--- config.mk ---
export PLATFORM = sky130hd
export DESIGN_NAME = id3v2_tag_frame_parser_top
export DESIGN_NICKNAME = d
export VERILOG_FILES = /design/src/rtl/idtp_pkg.sv /design/src/rtl/idtp_queue.sv /design/src/rtl/idtp_front.sv /design/src/rtl/idtp_back.sv /design/src/rtl/id3v2_tag_frame_parser_top.sv
export SDC_FILE = /design/constraint.sdc
export NUM_CORES = 1
export LEC_CHECK = 0
export BUFFER_PORTS_ARGS = -buffer_cell sky130_fd_sc_hd__buf_2
export CAP_MARGIN = 0
export CORE_UTILIZATION = 58
export CTS_BUF_LIST = sky130_fd_sc_hd__clkbuf_4
export CTS_CLUSTER_SIZE = 12
export DETAILED_ROUTE_END_ITERATION = 16
export PLACE_DENSITY = 0.78
export SLEW_MARGIN = 5
export SYNTH_ARGS = -nofsm -noshare
export SYNTH_HDL_FRONTEND = slang
export SYNTH_HIERARCHICAL = 1
export SYNTH_SLANG_ARGS = --single-unit
--- constraint.sdc ---
create_clock -name clk -period 6.1 [get_ports clk]
set_input_delay 0 -clock clk [delete_from_list [all_inputs] [get_ports clk]]
set_output_delay 0 -clock clk [all_outputs]
set_load 0.005 [all_outputs]
--- src/rtl/idtp_pkg.sv ---
// Shared types, codes and helper functions of the ID3v2 tag frame parser.
`timescale 1ns / 1ps
`default_nettype none

package idtp_pkg;

  // Result event codes
  localparam logic [2:0] EV_TAG_START = 3'd0;
  localparam logic [2:0] EV_VALUE     = 3'd1;
  localparam logic [2:0] EV_EMPTY     = 3'd2;
  localparam logic [2:0] EV_BAD_MARK  = 3'd3;
  localparam logic [2:0] EV_BAD_ID    = 3'd4;

  // Configuration register indexes
  localparam int unsigned CFG_IDX_W = 1;
  localparam logic [CFG_IDX_W-1:0] REG_FRAME_SIZE_SYNCSAFE = 1'd0;
  localparam logic [CFG_IDX_W-1:0] REG_DROP_PICTURE_FRAMES = 1'd1;

  // Picture frame ID "APIC"
  localparam logic [31:0] ID_APIC = 32'h4150_4943;

  // Input item after classification
  typedef struct packed {
    logic [7:0] data_byte;
    logic       new_stream;
    logic       alnum;
  } in_item_t;

  // Result item
  typedef struct packed {
    logic [2:0]  event_res;
    logic [31:0] frame_id;
    logic [7:0]  value_byte;
    logic        last_in_frame;
    logic        last_in_tag;
  } result_t;

  // Expected byte of the "ID3" mark at a given position
  function automatic logic [7:0] mark_byte(input logic [1:0] pos);
    logic [7:0] m;
    unique case (pos)
      2'd0:    m = 8'h49;
      2'd1:    m = 8'h44;
      2'd2:    m = 8'h33;
      default: m = 8'h00;
    endcase
    return m;
  endfunction

  // ASCII letter or digit
  function automatic logic is_alnum(input logic [7:0] c);
    return ((c >= 8'h30) && (c <= 8'h39)) ||
           ((c >= 8'h41) && (c <= 8'h5a)) ||
           ((c >= 8'h61) && (c <= 8'h7a));
  endfunction

endpackage

`default_nettype wire

--- src/rtl/idtp_queue.sv ---
// Small first-in first-out queue of items of a given type.
`timescale 1ns / 1ps
`default_nettype none

module idtp_queue #(
  parameter int  DEPTH  = 4,
  parameter type item_t = logic
) (
  input  wire logic  clk,
  input  wire logic  rst,
  input  wire logic  push,
  input  wire item_t wr_item,
  output logic       full,
  input  wire logic  pop,
  output item_t      rd_item,
  output logic       empty
);

  localparam int PW = (DEPTH > 1) ? $clog2(DEPTH) : 1;
  localparam int CW = $clog2(DEPTH + 1);

  item_t          mem [DEPTH];
  logic [PW-1:0]  wr_ptr;
  logic [PW-1:0]  rd_ptr;
  logic [CW-1:0]  count;
  logic           do_push;
  logic           do_pop;

  assign full    = (count == CW'(DEPTH));
  assign empty   = (count == '0);
  assign do_push = push && !full;
  assign do_pop  = pop && !empty;
  assign rd_item = mem[rd_ptr];

  // Store pushed items
  always_ff @(posedge clk) begin
    if (do_push) begin
      mem[wr_ptr] <= wr_item;
    end
  end

  // Advance pointers and count
  always_ff @(posedge clk) begin
    if (rst) begin
      wr_ptr <= '0;
      rd_ptr <= '0;
      count  <= '0;
    end else begin
      if (do_push) begin
        wr_ptr <= (wr_ptr == PW'(DEPTH - 1)) ? '0 : wr_ptr + PW'(1);
      end
      if (do_pop) begin
        rd_ptr <= (rd_ptr == PW'(DEPTH - 1)) ? '0 : rd_ptr + PW'(1);
      end
      if (do_push && !do_pop) begin
        count <= count + CW'(1);
      end else if (do_pop && !do_push) begin
        count <= count - CW'(1);
      end
    end
  end

endmodule

`default_nettype wire

--- src/rtl/idtp_front.sv ---
// Front end: accepts file bytes and classifies them for the parser queue.
`timescale 1ns / 1ps
`default_nettype none

module idtp_front (
  input  wire logic       push,
  input  wire logic [7:0] data_byte,
  input  wire logic       new_stream,
  output logic            full,
  output logic            q_push,
  output idtp_pkg::in_item_t q_item,
  input  wire logic       q_full
);

  // Pass backpressure straight to the byte source
  assign full   = q_full;
  assign q_push = push && !q_full;

  // Tag each byte with its character class
  always_comb begin
    q_item.data_byte  = data_byte;
    q_item.new_stream = new_stream;
    q_item.alnum      = idtp_pkg::is_alnum(data_byte);
  end

endmodule

`default_nettype wire

--- src/rtl/idtp_back.sv ---
// Back end: tag and frame state machine, one classified byte per step.
`timescale 1ns / 1ps
`default_nettype none

module idtp_back (
  input  wire logic                   clk,
  input  wire logic                   rst,
  input  wire logic                   cfg_valid,
  input  wire logic [idtp_pkg::CFG_IDX_W-1:0] cfg_index,
  input  wire logic [0:0]             cfg_data,
  input  wire idtp_pkg::in_item_t     in_item,
  input  wire logic                   in_empty,
  output logic                        in_pop,
  output logic                        res_push,
  output idtp_pkg::result_t           res_item,
  input  wire logic                   res_full
);

  typedef enum logic [3:0] {
    PH_MARK, PH_HDR, PH_TSIZE, PH_FID, PH_FSIZE, PH_FFLAG, PH_VALUE, PH_DONE, PH_ERROR
  } phase_t;

  logic        frame_size_syncsafe;
  logic        drop_picture_frames;

  phase_t      phase, phase_c, phase_next;
  logic [2:0]  fbc, fbc_c, fbc_next;
  logic [27:0] tag_size, tag_size_c, tag_size_next;
  logic [31:0] bytes_consumed, bc_c, bytes_consumed_next;
  logic [31:0] frame_id, id_c, frame_id_next;
  logic [31:0] acc, acc_c, acc_next;
  logic [31:0] frame_remaining, rem_c, frame_remaining_next;
  logic        suppress, sup_c, suppress_next;
  logic        id_ok, id_ok_c, id_ok_next;

  logic        step;
  logic        res_valid;
  logic [7:0]  b;
  logic [31:0] bc_inc;
  logic        tag_end;
  logic [2:0]  fbc_inc;

  assign step     = !in_empty && !res_full;
  assign in_pop   = step;
  assign res_push = step && res_valid;
  assign b        = in_item.data_byte;

  // Start from cleared state on the first byte of a new stream
  always_comb begin
    if (in_item.new_stream) begin
      phase_c = PH_MARK;
      fbc_c   = '0;
      tag_size_c = '0;
      bc_c    = '0;
      id_c    = '0;
      acc_c   = '0;
      rem_c   = '0;
      sup_c   = 1'b0;
      id_ok_c = 1'b0;
    end else begin
      phase_c = phase;
      fbc_c   = fbc;
      tag_size_c = tag_size;
      bc_c    = bytes_consumed;
      id_c    = frame_id;
      acc_c   = acc;
      rem_c   = frame_remaining;
      sup_c   = suppress;
      id_ok_c = id_ok;
    end
  end

  // Saturating byte count and end-of-tag test on the updated count
  assign bc_inc  = (bc_c == '1) ? bc_c : bc_c + 32'd1;
  assign tag_end = (bc_inc >= {4'd0, tag_size_c});
  assign fbc_inc = fbc_c + 3'd1;

  // Decode one byte
  always_comb begin
    phase_next           = phase_c;
    fbc_next             = fbc_c;
    tag_size_next        = tag_size_c;
    bytes_consumed_next  = bc_c;
    frame_id_next        = id_c;
    acc_next             = acc_c;
    frame_remaining_next = rem_c;
    suppress_next        = sup_c;
    id_ok_next           = id_ok_c;
    res_valid            = 1'b0;
    res_item             = '0;
    unique case (phase_c)
      PH_MARK: begin
        if (b != idtp_pkg::mark_byte(fbc_c[1:0])) begin
          phase_next         = PH_ERROR;
          res_valid          = 1'b1;
          res_item.event_res = idtp_pkg::EV_BAD_MARK;
        end else begin
          fbc_next = fbc_inc;
          if (fbc_inc >= 3'd3) begin
            phase_next         = PH_HDR;
            fbc_next           = '0;
            acc_next           = '0;
            res_valid          = 1'b1;
            res_item.event_res = idtp_pkg::EV_TAG_START;
          end
        end
      end
      PH_HDR: begin
        fbc_next = fbc_inc;
        if (fbc_inc >= 3'd3) begin
          phase_next = PH_TSIZE;
          fbc_next   = '0;
          acc_next   = '0;
        end
      end
      PH_TSIZE: begin
        acc_next = {4'd0, acc_c[20:0], b[6:0]};
        fbc_next = fbc_inc;
        if (fbc_inc >= 3'd4) begin
          tag_size_next       = acc_next[27:0];
          bytes_consumed_next = '0;
          if (acc_next[27:0] == '0) begin
            phase_next = PH_DONE;
          end else begin
            phase_next = PH_FID;
            fbc_next   = '0;
            acc_next   = '0;
          end
        end
      end
      PH_FID: begin
        bytes_consumed_next = bc_inc;
        frame_id_next       = {id_c[23:0], b};
        id_ok_next          = (fbc_c == '0) ? in_item.alnum : (id_ok_c && in_item.alnum);
        fbc_next            = fbc_inc;
        if (fbc_inc >= 3'd4) begin
          if (!id_ok_next) begin
            phase_next         = PH_ERROR;
            res_valid          = 1'b1;
            res_item.event_res = idtp_pkg::EV_BAD_ID;
            res_item.frame_id  = frame_id_next;
          end else begin
            suppress_next = drop_picture_frames && (frame_id_next == idtp_pkg::ID_APIC);
            phase_next    = PH_FSIZE;
            fbc_next      = '0;
            acc_next      = '0;
          end
        end
      end
      PH_FSIZE: begin
        bytes_consumed_next = bc_inc;
        acc_next = frame_size_syncsafe ? {4'd0, acc_c[20:0], b[6:0]} : {acc_c[23:0], b};
        fbc_next = fbc_inc;
        if (fbc_inc >= 3'd4) begin
          frame_remaining_next = acc_next;
          phase_next           = PH_FFLAG;
          fbc_next             = '0;
          acc_next             = '0;
        end
      end
      PH_FFLAG: begin
        bytes_consumed_next = bc_inc;
        fbc_next            = fbc_inc;
        if (fbc_inc >= 3'd2) begin
          fbc_next = '0;
          acc_next = '0;
          if (rem_c == '0) begin
            phase_next = tag_end ? PH_DONE : PH_FID;
            if (!sup_c) begin
              res_valid              = 1'b1;
              res_item.event_res     = idtp_pkg::EV_EMPTY;
              res_item.frame_id      = id_c;
              res_item.last_in_frame = 1'b1;
              res_item.last_in_tag   = tag_end;
            end
          end else begin
            phase_next = PH_VALUE;
          end
        end
      end
      PH_VALUE: begin
        bytes_consumed_next  = bc_inc;
        frame_remaining_next = rem_c - 32'd1;
        res_valid            = !sup_c;
        res_item.event_res   = idtp_pkg::EV_VALUE;
        res_item.frame_id    = id_c;
        res_item.value_byte  = b;
        if (rem_c == 32'd1) begin
          phase_next             = tag_end ? PH_DONE : PH_FID;
          fbc_next               = '0;
          acc_next               = '0;
          res_item.last_in_frame = 1'b1;
          res_item.last_in_tag   = tag_end;
        end
      end
      PH_DONE, PH_ERROR: begin
        // drop bytes until a new stream starts
      end
      default: begin
        phase_next = PH_ERROR;
      end
    endcase
  end

  // Hold configuration and parser state
  always_ff @(posedge clk) begin
    if (rst) begin
      frame_size_syncsafe <= 1'b1;
      drop_picture_frames <= 1'b1;
      phase           <= PH_MARK;
      fbc             <= '0;
      tag_size        <= '0;
      bytes_consumed  <= '0;
      frame_id        <= '0;
      acc             <= '0;
      frame_remaining <= '0;
      suppress        <= 1'b0;
      id_ok           <= 1'b0;
    end else begin
      if (cfg_valid) begin
        unique case (cfg_index)
          idtp_pkg::REG_FRAME_SIZE_SYNCSAFE: frame_size_syncsafe <= cfg_data[0];
          idtp_pkg::REG_DROP_PICTURE_FRAMES: drop_picture_frames <= cfg_data[0];
          default: ;
        endcase
      end
      if (step) begin
        phase           <= phase_next;
        fbc             <= fbc_next;
        tag_size        <= tag_size_next;
        bytes_consumed  <= bytes_consumed_next;
        frame_id        <= frame_id_next;
        acc             <= acc_next;
        frame_remaining <= frame_remaining_next;
        suppress        <= suppress_next;
        id_ok           <= id_ok_next;
      end
    end
  end

endmodule

`default_nettype wire

--- src/rtl/id3v2_tag_frame_parser_top.sv ---
// Top level of the ID3v2 tag frame parser: front end, queues and back end.
// Usage:
//   Bytes of a file enter on data_byte with new_stream high on the first byte
//   of each file. A byte is taken at a clock edge with push high and full low.
//   Results leave from a queue: while empty is low the oldest result sits on
//   event_res, frame_id, value_byte, last_in_frame and last_in_tag, and pop at
//   a clock edge with empty low removes it.
//   Configuration registers are written through cfg_valid / cfg_index /
//   cfg_data; cfg_ready is always high and a write is registered at the clock edge.
//   A byte taken is written into the byte queue; the back end decodes it from
//   there and writes its result, if any, into the result queue for pop.
//   Throughput: one byte per cycle while the result queue has room; the parser
//   step in the back end and the one-entry-per-cycle queues set this figure.
//   Reset (rst, synchronous) empties both queues, returns the parser to the
//   mark search and sets both configuration registers to 1.
//   A stalled receiver fills the result queue; the back end then holds, the
//   byte queue fills, and full rises until pop frees room.
`timescale 1ns / 1ps
`default_nettype none

module id3v2_tag_frame_parser_top #(
  parameter int IN_DEPTH  = 4,
  parameter int OUT_DEPTH = 4
) (
  input  wire logic        clk,
  input  wire logic        rst,
  input  wire logic        push,
  output logic             full,
  input  wire logic [7:0]  data_byte,
  input  wire logic        new_stream,
  output logic             empty,
  input  wire logic        pop,
  output logic [2:0]       event_res,
  output logic [31:0]      frame_id,
  output logic [7:0]       value_byte,
  output logic             last_in_frame,
  output logic             last_in_tag,
  input  wire logic        cfg_valid,
  output logic             cfg_ready,
  input  wire logic [idtp_pkg::CFG_IDX_W-1:0] cfg_index,
  input  wire logic [0:0]  cfg_data
);

  logic                 in_q_push;
  logic                 in_q_full;
  logic                 in_q_empty;
  logic                 in_q_pop;
  idtp_pkg::in_item_t   in_q_wr;
  idtp_pkg::in_item_t   in_q_rd;
  logic                 res_push;
  logic                 res_full;
  idtp_pkg::result_t    res_wr;
  idtp_pkg::result_t    res_rd;

  assign cfg_ready = 1'b1;

  // Accept and classify bytes
  idtp_front u_front (
    .push       (push),
    .data_byte  (data_byte),
    .new_stream (new_stream),
    .full       (full),
    .q_push     (in_q_push),
    .q_item     (in_q_wr),
    .q_full     (in_q_full)
  );

  // Buffer classified bytes between front and back
  idtp_queue #(
    .DEPTH  (IN_DEPTH),
    .item_t (idtp_pkg::in_item_t)
  ) u_in_q (
    .clk     (clk),
    .rst     (rst),
    .push    (in_q_push),
    .wr_item (in_q_wr),
    .full    (in_q_full),
    .pop     (in_q_pop),
    .rd_item (in_q_rd),
    .empty   (in_q_empty)
  );

  // Parse tag and frames
  idtp_back u_back (
    .clk       (clk),
    .rst       (rst),
    .cfg_valid (cfg_valid),
    .cfg_index (cfg_index),
    .cfg_data  (cfg_data),
    .in_item   (in_q_rd),
    .in_empty  (in_q_empty),
    .in_pop    (in_q_pop),
    .res_push  (res_push),
    .res_item  (res_wr),
    .res_full  (res_full)
  );

  // Hold results for the receiver
  idtp_queue #(
    .DEPTH  (OUT_DEPTH),
    .item_t (idtp_pkg::result_t)
  ) u_out_q (
    .clk     (clk),
    .rst     (rst),
    .push    (res_push),
    .wr_item (res_wr),
    .full    (res_full),
    .pop     (pop),
    .rd_item (res_rd),
    .empty   (empty)
  );

  assign event_res     = res_rd.event_res;
  assign frame_id      = res_rd.frame_id;
  assign value_byte    = res_rd.value_byte;
  assign last_in_frame = res_rd.last_in_frame;
  assign last_in_tag   = res_rd.last_in_tag;

endmodule

`default_nettype wire

==> results.sh, run 1 <==
export IMPL_drt_iter0_markers=1450
export IMPL_first_pass_iters=7
export IMPL_leakagePower_nw=7.572
export IMPL_min_period_over_period=0.9074
export IMPL_worst_pin_slew_ns=1.229
export IMPL_skew_ns=0.05239
export IMPL_worstPathArrival_ns=6.03
export IMPL_max_freq_mhz=180.7
export IMPL_synthTopCellsByArea="edfxtp_1 34%, dfxtp_1 18%, mux4_2 6.4%, a22oi_1 3.6%, ha_1 3.2%"
export IMPL_hold_violations=0
export IMPL_grt_met3_usage=0.05315
export IMPL_clock_sinks=397
export IMPL_clk_transition_reported_paths_ns=0.06
export IMPL_fin_nets=1883
export IMPL_synth_edf_count=220
export IMPL_setup_worst_path_class="reg -> reg"
export IMPL_cts_root_buf="clkbuf_4"
export IMPL_layout_min_cycle_time_ns=5.535
export IMPL_seq_area_um2=10150
export IMPL_row_count=66
export IMPL_hold_path_class="in -> reg"
export IMPL_ys_ff_latch=397
export IMPL_vias_per_cell=6.365
export IMPL_tritoncts="built"
export IMPL_cts_buffers=97
export IMPL_start_util=0.5922
export IMPL_use_met1=0.3618
export IMPL_relSlewSlack=0.1592
export IMPL_fp_dieW_um=184.7
export IMPL_ant_nets=0
export IMPL_required_ns=6.59
export IMPL_netlist_area_um2=19370
export IMPL_rsz0062_at_grt="false"
export IMPL_setup_viol_count_final=0
export IMPL_gr_max_usage_layer="met2"
export IMPL_drc_errors=0
export IMPL_wl_per_cell_um=20.44
export IMPL_hold_buffers=28
export IMPL_status="finished clean"
export IMPL_io_buffers=62
export IMPL_drive_gt1_frac=0.1899
export IMPL_ys_types=102
export IMPL_wl_um=47820
export IMPL_irDropWorstVdd_mv=0.2317
export IMPL_hpwlAfterDp_um=29850
export IMPL_layout_commonest_cell="edfxtp_1"
export IMPL_synthFlopType="edfxtp_1"
export IMPL_placed_area_um2=19880
export IMPL_cp_start_kind="flip-flop"
export IMPL_final_area_um2=21460
export IMPL_clk_insertion_delay_late_ns=0.79
export IMPL_cts_setup_buffers=0
export IMPL_ys_seq_area_frac=0.5241
export IMPL_async_reset_ff_frac=0
export IMPL_antenna_found_initial=1
export IMPL_grt_max_degree=81
export IMPL_drv_slew=0
export IMPL_cts_resized=0
export IMPL_grt_met2_usage=0.4821
export IMPL_postSynthCellCount=1730
export IMPL_cp_end_kind="flip-flop"
export IMPL_synth_warnings=6
export IMPL_globalplace_congestion=0.9219
export IMPL_fillers=2513
export IMPL_via_count=14887
export IMPL_layout_common_cells="220 x edfxtp_1, 175 x dfxtp_1, 162 x nor2_1"
export IMPL_cts_max_path_buffers=3
export IMPL_cp_max_fo=21
export IMPL_yosysTopAreaCell="edfxtp_1"
export IMPL_htreeDepth=3
export IMPL_syn_area_per_cell_um2=11.19
export IMPL_finalSetupTns_ns=0
export IMPL_overflow=0
export IMPL_p_per_area_nw_per_um2=386.5
export IMPL_synth_top_area_frac=0.3411
export IMPL_final_core_util=0.6564
export IMPL_multi_input_area_um2=8471
export IMPL_grt_pass1_vias=14526
export IMPL_syn_nets=1797
export IMPL_area_delta_synth_final_pct=10.83
export IMPL_track_usage=0.2867
export IMPL_io_pins=64
export IMPL_fp_dieArea_um2=34130
export IMPL_cap_violations=0
export IMPL_grt_pass1_wl_um=76220
export IMPL_core_area_um2=32700
export IMPL_die_y_um=184.7
cell type report:
| cell class | count | share of cell area |
|---|---|---|
| Multi-Input combinational cell | 1166 | 0.3946 |
| Tap cell | 442 | 0.02577 |
| Inverter | 32 | 0.006704 |
| Antenna cell | 1 | 0.0001166 |
| Sequential cell | 397 | 0.4731 |
| Clock buffer | 149 | 0.05211 |
| Timing Repair Buffer | 122 | 0.03882 |
| Clock inverter | 30 | 0.008744 |
synthesized netlist by cell type, types with 18 or more instances:
library cell and count:
edfxtp_1 220, dfxtp_1 177, nor2_1 162, nand2_1 120
a22oi_1 93, a21oi_1 89, clkbuf_1 84, o21ai_0 59
mux4_2 55, ha_1 49, a22o_1 43, nor3_1 40
nand3_1 28, inv_1 27, mux2i_1 27, xnor2_1 27
and3_1 25, nor4_1 25, nor2b_1 24, a211oi_1 19
buf_2 19, o21ai_1 18
where the power goes:
group          switching, mW  internal (mW)  leakage (nW)
combinational           1.63          0.985          3.33
clock                   1.06           1.20         0.775
sequential             0.219           3.20          3.46
total                   2.91           5.39          7.57
through the flow:
| step | setup WS, ns | power [mW] | hold slack, ns | instances |
|---|---|---|---|---|
| after global placement | 0.8639 | 5.974 | 0.2383 | 2131 |
| after floorplan | 0.2764 | 5.225 | 0.1178 | 1730 |
| final | 0.5646 | 8.296 | 0.08606 | 2339 |
| after detailed placement | 0.6667 | 6.049 | 0.2354 | 2131 |
| after CTS | 0.6503 | 8.334 | 0.02062 | 2338 |
| after global routing | 0.1529 | 8.764 | 0.09526 | 2339 |
final timing paths:
check                         startpoint                                      end  slack, ns  depth (start not counted)
max                            flip-flop              u_out_q/mem[3][0]$_DFFE_PP_       0.56                         15
min                            cfg_index  u_back/drop_picture_frames$_SDFFE_PP1P_       0.09                          5
max reg2reg                    flip-flop              u_out_q/mem[3][0]$_DFFE_PP_       0.56                         15
min reg2reg  u_back/acc[22]$_SDFFE_PP0P_              u_back/acc[22]$_SDFFE_PP0P_       0.47                          1
critical path: stages, from the launching register on:
cell,delay [ns]
dfxtp_1,0.64
mux4_4,0.73
buf_4,0.29
nand3b_1,0.21
or3_1,0.51
o311ai_1,0.62
o21ai_0,0.16
a21oi_1,0.27
ha_1,0.31
a21o_1,0.18
a211oi_1,0.30
nor3_1,0.11
a21oi_1,0.17
a21oi_1,0.13
nor4_1,0.45
a21oi_1,0.14
flip-flops by register name (all words and copies together) (netlist names), named ones only:
name,cells
u_out_q/mem,180
u_in_q/count,3
u_back/phase,4
u_back/frame_remaining,32
u_in_q/rd_ptr,2
u_in_q/mem,40
u_back/bytes_consumed,32
u_out_q/wr_ptr,2
u_back/tag_size,28
u_back/frame_size_syncsafe,1
u_back/fbc,3
u_back/acc,24
u_out_q/count,3
u_back/suppress,1
u_in_q/wr_ptr,2
u_back/drop_picture_frames,1
u_back/id_ok,1
u_out_q/rd_ptr,2
u_back/frame_id,32
cells by family (layout without fill, tap and decap cells):
logic type	count (synthesis)	count (layout)	share of synthesized area
other	1	2	0.0001936
adders and majority gates	51	51	0.03372
and+or+nand+nor	536	536	0.1399
DFF	397	397	0.5241
muxes	82	82	0.07791
xor gates and xnor gates	43	43	0.01983
AOI/OAI and AO/OA	453	453	0.1637
buffers and inverters	167	333	0.04064
routing by layer:
layer  up-vias  part of all wire
li1       6847                 -
met1      7303              0.41
met2       646              0.50
met3        91             0.070
met4         0             0.026
met5         -                 0
Note: power is estimated with default switching activity, not from simulation.
==> run 2, diff against run 1 <==
Settings changed: CORE_UTILIZATION 58 to 66, PLACE_DENSITY 0.78 to 0.84.
Clock period 6.1 ns to 6.9 ns, I/O delays scaled along.
==> run 2 against run 1 <==
- setup slack better by 0.41 ns
- count of clock-buffer cells in the layout down 8
- critical endpoint is now u_out_q/mem[2][0]$_DFFE_PP_
- combinational power is 11% lower
- first-iteration DRC count grew 43%
- flip-flop and latch count is the same
- sequential power is 11% lower
- utilization up 8.1 points
- sequential share of layout area increased by 0.54 points
- design area decreased by 1.1%
- hold slack worse by 0.012 ns
- routed wire length grew 5.0%
==> results.sh, run 2 (synthesis results as in run 1) <==
export IMPL_cts_resized=0
export IMPL_p_total_mw=7.364
export IMPL_holdWs_ns=0.07432
export IMPL_drive_gt1_frac=0.1873
export IMPL_largest_register_ffs=180
export IMPL_layout_common_cells="220 x edfxtp_1, 175 x dfxtp_1, 162 x nor2_1"
export IMPL_overflow=0
export IMPL_use_met1=0.4361
export IMPL_cp_max_fo=44
export IMPL_reg2reg_depth=18
export IMPL_finalSetupTns_ns=0
export IMPL_wl_um=50220
export IMPL_regMostFlops="u_out_q/mem"
export IMPL_first_pass_iters=6
export IMPL_cts_buffers=96
export IMPL_cts_setup_buffers=0
export IMPL_via_count=15169
export IMPL_top_regs="u_out_q/mem (180), u_in_q/mem (40)"
export IMPL_grt_pass1_wl_um=79260
export IMPL_clk_transition_reported_paths_ns=0.07
export IMPL_area_delta_synth_final_pct=9.568
export IMPL_core_area_um2=28780
export IMPL_hold_violations=0
export IMPL_grt_pass1_vias=14647
export IMPL_relSlewSlack=0.1949
export IMPL_io_pins=64
export IMPL_hold_buffers=18
export IMPL_row_count=62
export IMPL_ant_nets=0
export IMPL_leakagePower_nw=7.487
export IMPL_min_path_cells=2
export IMPL_cts_max_path_buffers=3
export IMPL_p_per_area_nw_per_um2=347.0
export IMPL_antenna_found_initial=1
export IMPL_layout_min_cycle_time_ns=5.925
export IMPL_globalplace_congestion=0.9667
export IMPL_worstPathArrival_ns=6.43
export IMPL_clk_insertion_delay_late_ns=0.75
export IMPL_htreeDepth=3
export IMPL_gr_max_usage_layer="met2"
export IMPL_fillers=1917
export IMPL_clock_sinks=397
export IMPL_setup_viol_count_final=0
export IMPL_cts_root_buf="clkbuf_4"
export IMPL_max_freq_mhz=168.8
export IMPL_hpwlAfterDp_um=31530
export IMPL_setup_worst_path_class="reg -> reg"
export IMPL_status="finished clean"
export IMPL_tritoncts="built"
export IMPL_fp_dieArea_um2=30030
export IMPL_grt_met3_usage=0.04890
export IMPL_hold_path_class="in -> reg"
export IMPL_grt_max_degree=77
export IMPL_skew_ns=0.08180
export IMPL_vias_per_cell=6.700
export IMPL_irDropWorstVdd_mv=0.2226
export IMPL_drt_iter0_markers=2070
export IMPL_start_util=0.6729
export IMPL_cap_violations=0
export IMPL_grt_met2_usage=0.5663
export IMPL_drv_slew=0
export IMPL_required_ns=7.40
export IMPL_numPlacedInstances=2068
export IMPL_fp_dieW_um=173.3
export IMPL_drc_errors=0
export IMPL_io_buffers=62
export IMPL_timing_final_ws_setup_ns=0.9750
export IMPL_pre_cts_slack_ns=1.063
export IMPL_worst_pin_slew_ns=1.206
export IMPL_final_cells=2264
export IMPL_cp_end_kind="flip-flop"
export IMPL_layout_commonest_cell="edfxtp_1"
export IMPL_cp_start_kind="flip-flop"
export IMPL_fin_nets=1867
export IMPL_track_usage=0.3346
export IMPL_min_period_over_period=0.8587
export IMPL_rsz0062_at_grt="false"
export IMPL_wl_per_cell_um=22.18
export IMPL_die_y_um=173.3
run 2: through the flow:
step	cell area (µm²)	util
floorplan	19370	-
global placement	19760	0.6865
detailed placement	19760	0.6865
CTS	21220	0.7372
global route	21220	0.7373
finish	21220	0.7373
run 2: final cells by class:
type                    count  area, µm²  share of cell area
multi-input cells        1166       8463              0.3988
repair buffers            107      695.7             0.03278
flip-flops and latches    397      10150              0.4785
clock inverters            36      221.5             0.01044
well taps                 384      480.5             0.02264
clock buffers             141       1059             0.04988
diodes                      1      2.502           0.0001179
inverters                  32      143.9            0.006781
run 2: path summary, 6_finish.rpt:
check	from	slack (ns)	to
worst max-delay path	flip-flop	0.98	u_out_q/mem[2][0]$_DFFE_PP_
worst min-delay path	new_stream	0.07	u_in_q/mem[3][1]$_DFFE_PP_
worst max register to register	flip-flop	0.98	u_out_q/mem[2][0]$_DFFE_PP_
worst min register to register	u_back/acc[21]$_SDFFE_PP0P_	0.47	u_back/acc[21]$_SDFFE_PP0P_
run 2: critical path, stage by stage, from the launching register on:
cell and delay (ns):
dfxtp_1 0.75, mux4_4 1.03, nor2b_1 0.31, ha_1 0.25, and4_1 0.22, nand2_1 0.22
o41a_1 0.46, nand4_1 0.20, or2_1 0.19, xor2_1 0.16, nor2_1 0.06, ha_1 0.32
nand4_1 0.09, or3_1 0.41, nor3_1 0.21, a21oi_1 0.09, a21oi_1 0.32, nor4_1 0.13
a21oi_1 0.29
run 2: report_power, final:
| part | switching, mW | leakage (nW) | internal, mW |
|---|---|---|---|
| registers | 0.226 | 3.46 | 2.82 |
| logic | 1.46 | 3.27 | 0.852 |
| clock network | 0.980 | 0.759 | 1.03 |
| total | 2.66 | 7.49 | 4.70 |
run 2: routing by layer:
| metal | up-vias | part of all wire |
|---|---|---|
| met5 | - | 0 |
| met4 | 0 | 0.035 |
| met3 | 161 | 0.084 |
| met2 | 900 | 0.50 |
| met1 | 7300 | 0.38 |
| li1 | 6808 | - |
